--- src/hw/rtl/miq_pkg.sv ---
// Package for the middle-insert queue: item word types, operation and status codes,
// controller states and the command and status structs between controller and datapath.
// Depends on nothing.
`default_nettype none

package miq_pkg;

    localparam int ITEM_BITS        = 32;
    localparam int COUNT_BITS       = 11;
    localparam int CAPACITY_DEFAULT = 1024;

    typedef enum logic [1:0] {
        OP_PUSH_BACK  = 2'd0,
        OP_INSERT_MID = 2'd1,
        OP_POP_FRONT  = 2'd2,
        OP_READ_FRONT = 2'd3
    } op_t;

    typedef enum logic [1:0] {
        ST_OK    = 2'd0,
        ST_EMPTY = 2'd1,
        ST_FULL  = 2'd2
    } status_t;

    typedef struct packed {
        op_t                  operation;
        logic [ITEM_BITS-1:0] item;
    } req_t;

    typedef struct packed {
        status_t               status;
        logic [ITEM_BITS-1:0]  front_item;
        logic [COUNT_BITS-1:0] count;
    } result_t;

    typedef enum logic [2:0] {
        S_IDLE     = 3'd0,
        S_EXEC     = 3'd1,
        S_REB_RD   = 3'd2,
        S_REB_WR   = 3'd3,
        S_FRONT_RD = 3'd4,
        S_RESP     = 3'd5
    } state_t;

    typedef struct packed {
        logic load;
        logic exec;
        logic reb_rd;
        logic reb_wr;
        logic front_rd;
    } cmd_t;

    typedef struct packed {
        logic reb_needed;
    } dp_status_t;

endpackage

`default_nettype wire

--- src/hw/rtl/miq_ctrl.sv ---
// Controller state machine of the middle-insert queue.
// Depends on miq_pkg for the state enum and the command and status structs.
`default_nettype none

module miq_ctrl (
    input  wire logic               clk,
    input  wire logic               rst_n,
    input  wire logic               start,
    input  wire miq_pkg::dp_status_t dp_status,
    output logic                    busy,
    output logic                    done,
    output miq_pkg::cmd_t           cmd
);

    miq_pkg::state_t state_reg;
    miq_pkg::state_t state_next;

    always_ff @(posedge clk or negedge rst_n)
    begin
        if (!rst_n)
        begin
            state_reg <= miq_pkg::S_IDLE;
        end
        else
        begin
            state_reg <= state_next;
        end
    end

    always_comb
    begin
        state_next = state_reg;
        case (state_reg)
            miq_pkg::S_IDLE:
            begin
                if (start)
                begin
                    state_next = miq_pkg::S_EXEC;
                end
            end
            miq_pkg::S_EXEC:
            begin
                if (dp_status.reb_needed)
                begin
                    state_next = miq_pkg::S_REB_RD;
                end
                else
                begin
                    state_next = miq_pkg::S_FRONT_RD;
                end
            end
            miq_pkg::S_REB_RD:   state_next = miq_pkg::S_REB_WR;
            miq_pkg::S_REB_WR:   state_next = miq_pkg::S_FRONT_RD;
            miq_pkg::S_FRONT_RD: state_next = miq_pkg::S_RESP;
            miq_pkg::S_RESP:     state_next = miq_pkg::S_IDLE;
            default:             state_next = miq_pkg::S_IDLE;
        endcase
    end

    always_comb
    begin
        cmd          = '0;
        busy         = 1'b1;
        done         = 1'b0;
        case (state_reg)
            miq_pkg::S_IDLE:
            begin
                busy     = 1'b0;
                cmd.load = start;
            end
            miq_pkg::S_EXEC:     cmd.exec     = 1'b1;
            miq_pkg::S_REB_RD:   cmd.reb_rd   = 1'b1;
            miq_pkg::S_REB_WR:   cmd.reb_wr   = 1'b1;
            miq_pkg::S_FRONT_RD: cmd.front_rd = 1'b1;
            miq_pkg::S_RESP:     done         = 1'b1;
            default:             busy         = 1'b1;
        endcase
    end

endmodule

`default_nettype wire

--- config.mk ---
export PLATFORM = sky130hd
export DESIGN_NAME = miq_ctrl
export DESIGN_NICKNAME = d
export VERILOG_FILES = /design/src/hw/rtl/miq_pkg.sv /design/src/hw/rtl/miq_ctrl.sv
export SDC_FILE = /design/constraint.sdc
export NUM_CORES = 1
export LEC_CHECK = 0
export ABC_AREA = 1
export BUFFER_PORTS_ARGS = -buffer_cell sky130_fd_sc_hd__clkbuf_2
export CORE_AREA = 3 3 40 42
export DETAILED_ROUTE_END_ITERATION = 10
export DIE_AREA = 0 0 43 45
export PLACE_DENSITY_LB_ADDON = 0.12
export SYNTH_ARGS = -nofsm -noshare
export SYNTH_HDL_FRONTEND = slang
export SYNTH_SLANG_ARGS = --single-unit
export TNS_END_PERCENT = 30
--- constraint.sdc ---
create_clock -name clk -period 1.3 [get_ports clk]
set_clock_uncertainty 0.15 [all_clocks]
set_input_delay 0.195 -clock clk [delete_from_list [all_inputs] [get_ports clk]]
set_output_delay 0.195 -clock clk [all_outputs]
set_load 0.02 [all_outputs]
======== Word level (Yosys, flattened, before mapping) ========
Index checks and enable logic that the tools add are counted.
Widths: inputs -> output; s select.
storage, ports and cells
  flip-flop bits (word level) ............. 3
  bits in latches ......................... 0
  bits in writable memories ............... 0
  bits in read-only memories .............. 0
  bits of input ports ..................... 4
  word-level logic and storage cells ...... 18
  memories ................................ 0
operators by class
  add/sub/neg operators ................... 0
  $mul .................................... 0
  divide/modulo/power cells ............... 0
  magnitude comparators ................... 0
  eq/ne operators ......................... 6
  shifts and indexed selects .............. 0
  multiplexer cells ....................... 10
  bitwise operators ....................... 0
  reductions and logical operators ........ 1
operator list
  kind                count
  $pmux 3 s5          1
  $mux 1              7
  $eq 3x2->1 const B  2
  $eq 3x3->1 const B  2
  $mux 3              2
  $eq 3x1->1 const B  1
  $logic_not 3->1     1
  $ne 2x2->1 const B  1

======== Depth between registers and ports, before layout ========
Gate-level depths: netlist (run 1).
  depth after elaboration ................. 2
  mapped depth ............................ 6
  mapped depth without buffers ............ 5

======== Worst setup path after synthesis (run 1) ========
Ideal clock, no wire load.
  path kind ............................... flip-flop to output port
  start point ............................. register state_reg[1]
  end point ............................... output cmd[3] (netlist bit)
  arrival ................................. 996 ps
  required time ........................... 955 ps
  path slack .............................. -41 ps
  stages on the path, launching flop included .. 3
  path buffers ............................ 1
  path through ............................ dfrtp_1 buf_6 nor3_1
RTL lines
  item                      RTL line        text
  start: declaration        miq_ctrl.sv:15  miq_pkg::state_t state_reg;
  start signal: assignment  miq_ctrl.sv:22  state_reg <= miq_pkg::S_IDLE;
  start signal: assignment  miq_ctrl.sv:26  state_reg <= state_next;
  end: declaration          miq_ctrl.sv:12  output miq_pkg::cmd_t cmd

==> impl_metrics.yaml, run 1 <==
power:
  seqPwrFrac_pct: 21.4
  switchingPower_uw: 523.8
  vdd_drop_max_uv: 939.4
  powerDensity_nw_per_um2: 2875
  p_leak_nw: 0.2099
  clockPowerShare_pct: 14.7
  p_int_uw: 573.6
  swShare_pct: 47.73
  p_comb_share_pct: 63.9
final_layout:
  drive_gt1_share_pct: 55.10
  finalInstanceArea_um2: 381.6
  syn_to_final_growth_pct: 71.35
  antenna_cells: 0
  largest_register_ffs: 3
  fin_nets: 54
  n_fill_cell: 158
  final_core_utilization_pct: 29.70
clock_network:
  insertion_delay_ns: 0.23
  cts_buffer_depth: 2
  clk_pin_slew_ns: 0.04
  cts_root_buffer: "clkbuf_4"
  cts_max_level: 1
  cts_sinks: 3
  cts_tree: "done"
  numCtsBuffers: 3
yosys:
  yosysMostFrequentCell: "nand2_1"
  syn-num-nets: 36
  synth-async-reset-ratio_pct: 100.0
  synth_common_cells: "nand2_1 (7), inv_1 (5), nand3_1 (4)"
  ys_seq_area_share_pct: 33.71
  post_synth_num_cell_types: 13
  yosys.area.top_type: "dfrtp_1"
  netlist_top_cells_area: "dfrtp_1 (34%), nand2_1 (12%), nand3_1 (9.0%)"
  synth_edf_count: 0
  postSynthCellCount: 32
  ys.flop_type: "dfrtp_1"
  yosysTopAreaCellShare_pct: 33.71
  avgSynthCellArea_um2: 6.960
  ys_warn_count: 0
  netlist_area_um2: 222.7
  ys_ff_latch: 3
hold_path:
  holdCritStartpoint: "dp_status"
  worstHoldPathCells: 3
  min_to: "state_reg[1]"
  min_path_type: "input pin to flop"
worst_setup_path:
  crit_required_ns: 0.95
  timing.rr.end: "state_reg[1]"
  ff2ff_path_depth: 4
  critPathArrivalTime_ns: 1.11
  critPathMaxFanout: 8
  cp_top_family: "flip-flops"
  cpPeakStageDelay_ns: 0.47
  reg2reg_slack_ns: 0.22
  cp-end-kind: "primary output"
  reg2reg_from: "state_reg[1]"
  path_cells: "nor2_4 > nand2_2 > nor2_2 > clkbuf_8"
  crit_path_top_delay_cell: "dfrtp_2"
  startpoint_type: "flop"
  cp_num_buf_inv: 1
  worst-setup-path-type: "flop to primary output"
outcome:
  violations: "setup timing"
  status: "finished with violations"
die:
  design.core.area_um2: 1285
  start_util_pct: 17.33
  fp.dieW_um: 43
  ios: 11
  fp.dieArea_um2: 1935
  std_cell_rows: 13
  die_h_um: 45
routing:
  drt_wl_total_um: 515
  drtAntennaViolNets: 0
  drt_iter0_drc: 1
  num_vias: 240
  viasPerCell: 3.750
  post-route-drc-count: 0
  wl_per_cell_um: 8.047
  first_pass_iters: 2
sta:
  setup_tns_ns: -0.6921
  slew_headroom_pct: 87.61
  setup_viol: 7
  setup_ws_ns: -0.1520
  holdWs_ns: 0.06738
  slew_viol_final: 0
  finalCritPeriodShare_pct: 111.7
  tightest_slew_ns: 0.1859
  fmax_mhz: 688.7
  period_needed_ns: 1.452
  finalHoldViolations: 0
  grt_setup_unrepaired: "true"
global_routing:
  grt_pass1_vias: 241
  grt-ovfl-total: 0
  grt_usage_pct: 6.678
  grt_pass1_wl_um: 910
  antenna_found_initial: 0
  grt_max_degree: 9
flow_run:
  cap_violations: 0
placement:
  globalplace.congestion: 0.6147
  dpl-instance-area_um2: 300.3
  io_buffers: 10
  dp_hpwl_um: 411.1
## metal layers
| layer | global-route usage, % | vias up | share of wire [%] |
|---|---|---|---|
| li1 | - | 130 | - |
| met1 | 7.039 | 104 | 44 |
| met2 | 9.281 | 6 | 49 |
| met3 | 3.187 | 0 | 6.6 |
| met4 | 7.229 | 0 | 0 |
| met5 | 0 | - | 0 |
## worst min-delay path, stage by stage
cell and delay [ns]:
clkbuf_2 0.09, nand3_1 0.07, nand2_1 0.05
## final cells by class
type / count / area (µm²) / area share, %
sequential: 3 / 77.57 / 20.33
multi-input combinational: 21 / 120.1 / 31.48
timing repair buffer: 14 / 110.1 / 28.85
tap: 15 / 18.77 / 4.918
clock buffer: 4 / 26.28 / 6.885
inverter: 7 / 28.78 / 7.541
## kinds of logic after synthesis
logic type,share of synthesized area (%)
buf+inv,16.86
flops,33.71
simple gates,47.19
compound gates,2.245
## cells in the final DEF (no fill, tap or decap)
cell type      instances
dfrtp_1                1
a21oi_1                1
nor2_2                 1
clkbuf_4               4
nor2_1                 2
dfrtp_2                2
inv_2                  1
clkbuf_8               2
nor2_4                 2
clkbuf_1               1
buf_4                  6
dlygate4sd3_1          1
nand2_2                2
buf_2                  1
inv_1                  5
clkbuf_2               3
nand3_1                4
nand2_1                7
nor3_2                 2
inv_4                  1
## worst max path at each step
stage / start / end / slack [ns] / cells after the start
after CTS: state_reg[1] / cmd[4] / -0.18 / 4
final: state_reg[1] / cmd[4] / -0.15 / 4
after global placement: state_reg[1] / cmd[4] / 0.03 / 4
after global routing: state_reg[1] / cmd[4] / -0.22 / 4
after detailed placement: state_reg[1] / cmd[4] / -0.006 / 4
after floorplan: state_reg[1] / cmd[4] / 0.01 / 4
## stage by stage
stage               total power, mW  cells  setup slack [ns]
floorplan                    0.6608     32           0.01261
global placement             0.8192     58           0.03188
detailed placement           0.8309     58         -0.005780
CTS                           1.105     64           -0.1783
global route                  1.204     64           -0.2239
finish                        1.097     64           -0.1520
## what timing repair did
action | 4_1_cts | 5_1_grt
gates cloned | 0 | 0
gates resized for setup | 10 | 6
pin swaps | 2 | 0
endpoints found under the setup margin | 7 | 7
hold buffers | 1 | 0
hold endpoints to repair | 3 | 0
setup buffers | 1 | 0
## power by group through the flow
stage	Clock (mW)	Sequential [mW]	Combinational, mW
2_1_floorplan	0	0.188	0.473
3_3_place_gp	0	0.214	0.605
3_5_place_dp	0	0.213	0.618
4_1_cts	0.172	0.226	0.707
5_1_grt	0.179	0.249	0.776
6_report	0.161	0.235	0.701
No activity file was read; power rests on OpenSTA's default activity.
==> run 2: changes to the inputs <==
Settings changed: RECOVER_POWER from default to 50.
==> run 2 against run 1 <==
The run still ends with setup timing left. Clock power barely moved. Global-route usage did not move. Sequential share of layout area rose by 0.067 points. Total power is essentially flat. Setup slack hardly changed. Utilization down 0.097 points. Wire length grew 0.39%. Fmax barely moved. Cell count is the same. Critical endpoint unchanged.
==> impl_metrics.yaml, run 2 (synthesis gave the netlist of run 1 again) <==
sta:
  setup_tns_ns: -0.6923
  slew_headroom_pct: 87.61
  holdWs_ns: 0.06736
  finalHoldViolations: 0
  tightest_slew_ns: 0.1859
  setup_ws_ns: -0.1520
  slew_viol_final: 0
  fmax_mhz: 688.7
  period_needed_ns: 1.452
  finalCritPeriodShare_pct: 111.7
  grt_setup_unrepaired: "true"
  setup_viol: 7
power:
  p_leak_nw: 0.2069
  vdd_drop_max_uv: 939.3
  powerDensity_nw_per_um2: 2884
placement:
  globalplace.congestion: 0.6147
  io_buffers: 10
  dp_hpwl_um: 411.1
worst_setup_path:
  critPathArrivalTime_ns: 1.11
  cp_num_buf_inv: 1
  cpPeakStageDelay_ns: 0.47
  cp-end-kind: "primary output"
  path_cells: "nor2_4 > nand2_2 > nor2_2 > clkbuf_8"
  startpoint_type: "flop"
  critPathMaxFanout: 8
  crit_path_top_delay_cell: "dfrtp_2"
  crit_required_ns: 0.95
  cp_top_family: "flip-flops"
  worst-setup-path-type: "flop to primary output"
final_layout:
  multi_input_area_um2: 120.1
  n_fill_cell: 158
  antenna_cells: 0
  largest_register_ffs: 3
  layout_commonest_cell: "nand2_1"
  syn_to_final_growth_pct: 70.79
  mostFrequentLayoutCells: "nand2_1 (7), buf_4 (6), inv_1 (5), nand3_1 (4), clkbuf_4 (4)"
  final-seq-area_um2: 77.57
  fin_nets: 54
  drive_gt1_share_pct: 53.06
routing:
  post-route-drc-count: 0
  drtAntennaViolNets: 0
  num_vias: 240
  viasPerCell: 3.750
  drt_wl_total_um: 517
  first_pass_iters: 2
  drt_iter0_drc: 1
  wl_per_cell_um: 8.078
die:
  design.core.area_um2: 1285
  ios: 11
  start_util_pct: 17.33
  die_h_um: 45
  fp.dieArea_um2: 1935
  fp.dieW_um: 43
  std_cell_rows: 13
global_routing:
  grt_usage_pct: 6.678
  grt_pass1_wl_um: 910
  grt_pass1_vias: 241
  antenna_found_initial: 0
  grt_max_degree: 9
  grt-ovfl-total: 0
clock_network:
  cts_max_level: 1
  cts_root_buffer: "clkbuf_4"
  clk_pin_slew_ns: 0.04
  numCtsBuffers: 3
  insertion_delay_ns: 0.23
  cts_buffer_depth: 2
  cts_sinks: 3
  cts_tree: "done"
flow_run:
  cap_violations: 0
outcome:
  violations: "setup timing"
  status: "finished with violations"
hold_path:
  min_path_type: "input pin to flop"
run 2: cell counts in the layout (fill, tap and decap cells not counted):
No cell type changed its count.
run 2: repair_timing:
item                                    in CTS  in global routing
setup buffers                                1                  0
endpoints found under the setup margin       7                  7
gates resized for setup                     10                  6
pin swaps                                    2                  0
endpoints found under the hold margin        3                  0
hold buffers                                 1                  0
run 2: final timing paths:
path                         startpoint  depth (start not counted)            to  slack, ns
min                           dp_status                          3  state_reg[1]       0.07
min in group asynchronous         rst_n                          2  state_reg[0]       0.14
min reg2reg                state_reg[0]                          3  state_reg[0]       0.45
max                        state_reg[1]                          4        cmd[4]      -0.15
max in group asynchronous         rst_n                          2  state_reg[1]       0.69
max reg2reg                state_reg[1]                          4  state_reg[1]       0.22
run 2: final cells by class:
cell class                 count  area share [%]
multi-input combinational     21           31.58
sequential                     3           20.39
tap                           15           4.934
timing repair buffer          14           28.62
inverter                       7           7.566
clock buffer                   4           6.908
run 2: metrics by stage:
stage                     power (mW)  util, %  worst slack, ns  instances  cell area [µm²]
final                          1.097    29.60          -0.1520         64            380.4
after global routing           1.203    29.60          -0.2239         64            380.4
after CTS                      1.105    29.41          -0.1783         64            377.9
after detailed placement      0.8309    23.37        -0.005780         58            300.3
after global placement        0.8192    23.37          0.03188         58            300.3
after floorplan               0.6608        -          0.01261         32            227.7
run 2: worst min-delay path, stage by stage:
cell and delay (ns):
clkbuf_2 0.09, nand3_1 0.07, nand2_1 0.05
run 2: metal layers:
metal | GRT usage [%] | vias up | wire [µm]
met5 | 0 | - | 0
met4 | 7.229 | 0 | 0
met3 | 3.187 | 0 | 34
met2 | 9.281 | 6 | 252
met1 | 7.039 | 104 | 230
li1 | - | 130 | -
run 2: where the power goes:
part | total (mW) | internal (mW) | leakage [nW] | switching [mW]
Clock | 0.161 | 0.115 | 0.0150 | 0.0464
Sequential | 0.235 | 0.149 | 0.0347 | 0.0862
Combinational | 0.701 | 0.309 | 0.157 | 0.391
Total | 1.10 | 0.573 | 0.207 | 0.524
